==> src/pcbe_ram.sv <==
// generic single-write, single-read ram with registered read data
`timescale 1ns / 1ps
`default_nettype none

module pcbe_ram #(
    parameter int WIDTH = 96,
    parameter int DEPTH = 49
) (
    input  wire logic                     i_clk,
    input  wire logic                     i_we,
    input  wire logic [$clog2(DEPTH)-1:0] i_waddr,
    input  wire logic [WIDTH-1:0]         i_wdata,
    input  wire logic [$clog2(DEPTH)-1:0] i_raddr,
    output logic [WIDTH-1:0]              o_rdata
);

    logic [WIDTH-1:0] r_mem [DEPTH];
    logic [WIDTH-1:0] r_rdata;

    always_ff @(posedge i_clk) begin
        if (i_we) begin
            r_mem[i_waddr] <= i_wdata;
        end
        r_rdata <= r_mem[i_raddr];
    end

    assign o_rdata = r_rdata;

endmodule

`default_nettype wire

==> config.mk <==
export PLATFORM = sky130hd
export DESIGN_NAME = pcbe_ram
export DESIGN_NICKNAME = d
export VERILOG_FILES = /design/src/pcbe_ram.sv
export SDC_FILE = /design/constraint.sdc
export NUM_CORES = 2
export LEC_CHECK = 0
export BUFFER_PORTS_ARGS = -buffer_cell sky130_fd_sc_hd__buf_2
export CORE_MARGIN = 2
export CORE_UTILIZATION = 45
export DETAILED_ROUTE_END_ITERATION = 8
export GPL_ROUTABILITY_DRIVEN = 0
export PLACE_DENSITY = 0.63
export SYNTH_ARGS = -nofsm -noshare
export SYNTH_HDL_FRONTEND = slang
export SYNTH_MEMORY_MAX_BITS = 65536
export SYNTH_SLANG_ARGS = --single-unit
export TNS_END_PERCENT = 50
==> constraint.sdc <==
create_clock -name i_clk -period 6.5 [get_ports i_clk]
set_input_delay 1.3 -clock i_clk [delete_from_list [all_inputs] [get_ports i_clk]]
set_output_delay 1.3 -clock i_clk [all_outputs]
set_load 0.005 [all_outputs]
Yosys cells after proc, flatten, opt, wreduce, memory -nomap -nowiden --
Memories as Yosys holds them, arrays and structs flattened. A register that Yosys moved wholly into a read port is not among the register bits. Index checks and enable logic that the tools add are counted.
Word-level totals: register bits 0, RAM bits 4704, bits of input ports 110, output and inout bits 96, word-level logic and storage cells 3, memories 1
Operators by class: multiplexer cells 2
Memory list:
- r_mem | words 49, bits a word 96, read ports 1, clocked after memory_dff 1, write ports 1, RTL line 17 | logic [WIDTH-1:0] r_mem [DEPTH];
Operators with widths (count):
- $mux W1 | 2

Depth between registers and ports, before layout --
depth after elaboration 2, gate-level depth with buffers 10, mapped depth without buffers 5

Worst setup path after synthesis --
No wires, ideal clock.
path kind input -> register, start input i_waddr[3], end memory r_mem[39][0] (enable), setup time 552 ps, arrival 5959 ps, data required time 5948 ps, setup slack -10 ps, cell stages on the path 3, path buffers 1, path through or3b_2 clkbuf_1 nor2_1
RTL lines:
- start: declaration | RTL line 11 | input wire logic [$clog2(DEPTH)-1:0] i_waddr,
- end: declaration | RTL line 17
No word-level cell before the write port.

==> flow_metrics.env <==
export IMPL_status="finished clean"
export IMPL_drt_iter0_drc=12200
export IMPL_path_max_fanout=95
export IMPL_grt_first_pass_wirelength_um=699000
export IMPL_fp_coreArea_sq_um=403000
export IMPL_cpMaxStageDelayCell="mux4_2"
export IMPL_vdd_ir_drop_worst_v=0.000241
export IMPL_ctsResizeCount=0
export IMPL_finalCritPeriodShare_pct=55.6
export IMPL_slew_headroom_pct=10.3
export IMPL_final_cell_count_no_fill=14700
export IMPL_syn_to_final_growth_pct=13.2
export IMPL_pin_count=206
export IMPL_path_clk_slew_ns=0.06
export IMPL_yosysWarnings=0
export IMPL_timing_critical_path_buf_inv=2
export IMPL_n_fill_cell=31500
export IMPL_start_util_pct=45.2
export IMPL_avgSynthCellArea_sq_um=21.6
export IMPL_synth_top_area_cell="edfxtp_1"
export IMPL_syn_cell_area_sq_um=182000
export IMPL_clock_skew_ns=0.0433
export IMPL_final_hold_viol_count=0
export IMPL_grt_max_degree=133
export IMPL_grt_busiest_layer="met2"
export IMPL_wire_per_inst_um=34.3
export IMPL_worst_slew_pin_slew_ns=1.34
export IMPL_totalWireLength_um=502000
export IMPL_final_layout_size_suffix_gt1_share_pct=23.2
export IMPL_chipHeight_um=640
export IMPL_overflow=0
export IMPL_synthesis_nets=8520
export IMPL_cts_hold_buf=0
export IMPL_cts_root_buf="clkbuf_16"
export IMPL_max_cap_violations=0
export IMPL_cts_sinks=4800
export IMPL_num_vias=91200
export IMPL_rsz0062_at_grt="false"
export IMPL_power_density_nw_per_um2=310
export IMPL_die_x_um=640
export IMPL_cts_max_level=5
export IMPL_viasPerCell=6.22
export IMPL_critPathMostFrequentCell="buf_12"
export IMPL_placementRows=233
export IMPL_grt_use_met1_pct=33.7
export IMPL_crit_chain="buf_12 > buf_12 > mux4_2 > mux2i_1 > nor2_1 > a221oi_1 > o311ai_1"
export IMPL_drt_pre_antenna_iters=6
export IMPL_grt_pass1_vias=90600
export IMPL_layout_min_cycle_time_ns=3.62
export IMPL_ant_nets=0
export IMPL_synth_seq_cells=4800
export IMPL_setup_viol=0
export IMPL_max_freq_mhz=277
export IMPL_clk_latency_ns=1.03
export IMPL_use_met3_pct=3.23
export IMPL_slew_viol_final=0
export IMPL_die_area_sq_um=410000
export IMPL_startpoint_type="primary input"
export IMPL_cp_end_kind="flop"
export IMPL_crit_required_ns=7.33
export IMPL_synth_seq_area_share_pct=78.6
export IMPL_port_buffers=205
export IMPL_slowest_delay_ns=0.60
export IMPL_drcViolationCount=0
export IMPL_synth_top_area_share_pct=77.6
export IMPL_cts_tree="built"
export IMPL_fin_nets=8926
export IMPL_grt_usage_pct=24.2
export IMPL_cts_buffers=462
export IMPL_hpwl_um=240000
export IMPL_antenna_found_initial=50
export IMPL_clock_path_buffers=4
export IMPL_dp_cells=13800
export IMPL_post_cts_setup_buffer_count=0
export IMPL_syn_inst=8410
export IMPL_worst_setup_path_type="primary input to flop"
export IMPL_path_delay_family="buffers and inverters"
export IMPL_report_power_total_mw=64.0
export IMPL_yosysUniqueCellTypes=35
export IMPL_min_path_type="flop to flop"
export IMPL_leakage_nw=65.4
export IMPL_synthTopCellsByArea="edfxtp_1, mux4_2, mux2i_1"
export IMPL_cp_arrival_ns=4.45
export IMPL_met2_usage_pct=39.8
[worst paths after layout]
path	startpoint	endpoint	slack (ns)	cells past startpoint
min reg2reg	r_mem[48][57]$_DFFE_PP_	o_rdata[57]$_DFF_P_	0.47	2
max	i_raddr[0]	o_rdata[56]$_DFF_P_	2.88	7
min	r_mem[48][57]$_DFFE_PP_	o_rdata[57]$_DFF_P_	0.47	2
max reg2reg	r_mem[47][56]$_DFFE_PP_	o_rdata[56]$_DFF_P_	4.44	5
[area by class of cell]
cell class	count	area (sq um)	share of cell area (%)
sequential	4800	143000	69.5
multi-input combinational	3041	36600	17.8
clock buffer	617	12700	6.15
tap	5405	6760	3.28
timing repair buffer	435	4060	1.97
clock inverter	257	2430	1.18
inverter	76	285	0.138
antenna	20	50.0	0.0243
[metrics by stage]
stage,hold slack [ns],worst slack (ns),TNS (ns),utilization (%),cell area (sq um)
2_1_floorplan,0.466,-0.0105,-6.03,-,182000
3_3_place_gp,0.481,1.87,0,47.4,191000
3_5_place_dp,0.487,1.82,0,47.4,191000
4_1_cts,0.477,2.92,0,51.1,206000
5_1_grt,0.494,2.83,0,51.1,206000
6_report,0.472,2.88,0,51.1,206000
[cell usage after synthesis]
master	instances
nand4_1	1
or3b_2	3
nor3b_1	1
nor2b_2	1
dfxtp_1	96
and2_1	2
o311ai_1	76
edfxtp_1	4704
nand3_1	4
o2111ai_1	20
or3_1	1
inv_1	76
o211a_1	20
mux4_2	884
nor3_1	97
nor2b_1	175
o21ai_1	20
buf_1	57
buf_6	11
o22ai_1	116
nand2b_1	5
o211ai_1	76
a221oi_1	172
mux2i_1	672
a21oi_1	152
nor2_1	149
buf_2	142
mux2_2	76
clkbuf_1	208
nand2_1	102
a211oi_1	76
buf_4	75
o221ai_1	20
nand3b_1	4
o21ai_0	116
[cell families after synthesis]
kind of cell           Yosys count  share of synthesized area (%)
multiplexers                  1632                           15.1
AND/OR/NAND/NOR                545                           1.47
buffers and inverters          569                           1.47
AO/OA/AOI/OAI                  864                           3.31
flip-flops                    4800                           78.6
[cell usage in the layout, fill, tap and decap left out, types with 20 or more instances in the layout]
| cell | instances |
|---|---|
| o22ai_1 | 116 |
| buf_2 | 200 |
| edfxtp_1 | 4704 |
| clkbuf_8 | 35 |
| o21ai_0 | 116 |
| o311ai_1 | 76 |
| o2111ai_1 | 20 |
| clkinvlp_4 | 22 |
| nor2_1 | 98 |
| nor2b_1 | 175 |
| o221ai_1 | 20 |
| clkinv_2 | 89 |
| buf_4 | 130 |
| clkinv_1 | 84 |
| nor2_4 | 51 |
| clkbuf_1 | 112 |
| o21ai_1 | 20 |
| nor3_1 | 96 |
| mux4_2 | 884 |
| inv_1 | 76 |
| clkbuf_16 | 470 |
| diode_2 | 20 |
| a221oi_1 | 172 |
| o211a_1 | 20 |
| o211ai_1 | 76 |
| a21oi_1 | 152 |
| nand2_1 | 101 |
| mux2i_1 | 672 |
| bufinv_16 | 37 |
| a211oi_1 | 76 |
| dfxtp_1 | 96 |
| buf_12 | 102 |
| mux2_2 | 76 |
[worst min-delay path, stage by stage (launching register included)]
cell and delay [ns]:
edfxtp_1 0.32, a221oi_1 0.07, o311ai_1 0.08
[registers in the layout, summed over array words and instances (netlist names)]
signal and cells:
r_mem 4704, o_rdata 96
[routing by layer]
metal	vias to the layer above	part of all wire, %
li1	36200	-
met1	49400	39
met2	4731	49
met3	910	8.2
met4	8	3.4
met5	-	0.012
[power breakdown]
group          leakage (nW)  total [mW]  internal (mW)  switching, mW
Sequential             43.1        34.4           34.3          0.158
Combinational          14.9        2.86           1.05           1.81
Clock                  7.36        26.7           15.2           11.5
Total                  65.4        64.0           50.5           13.5
(Power assumes the default switching activity.)
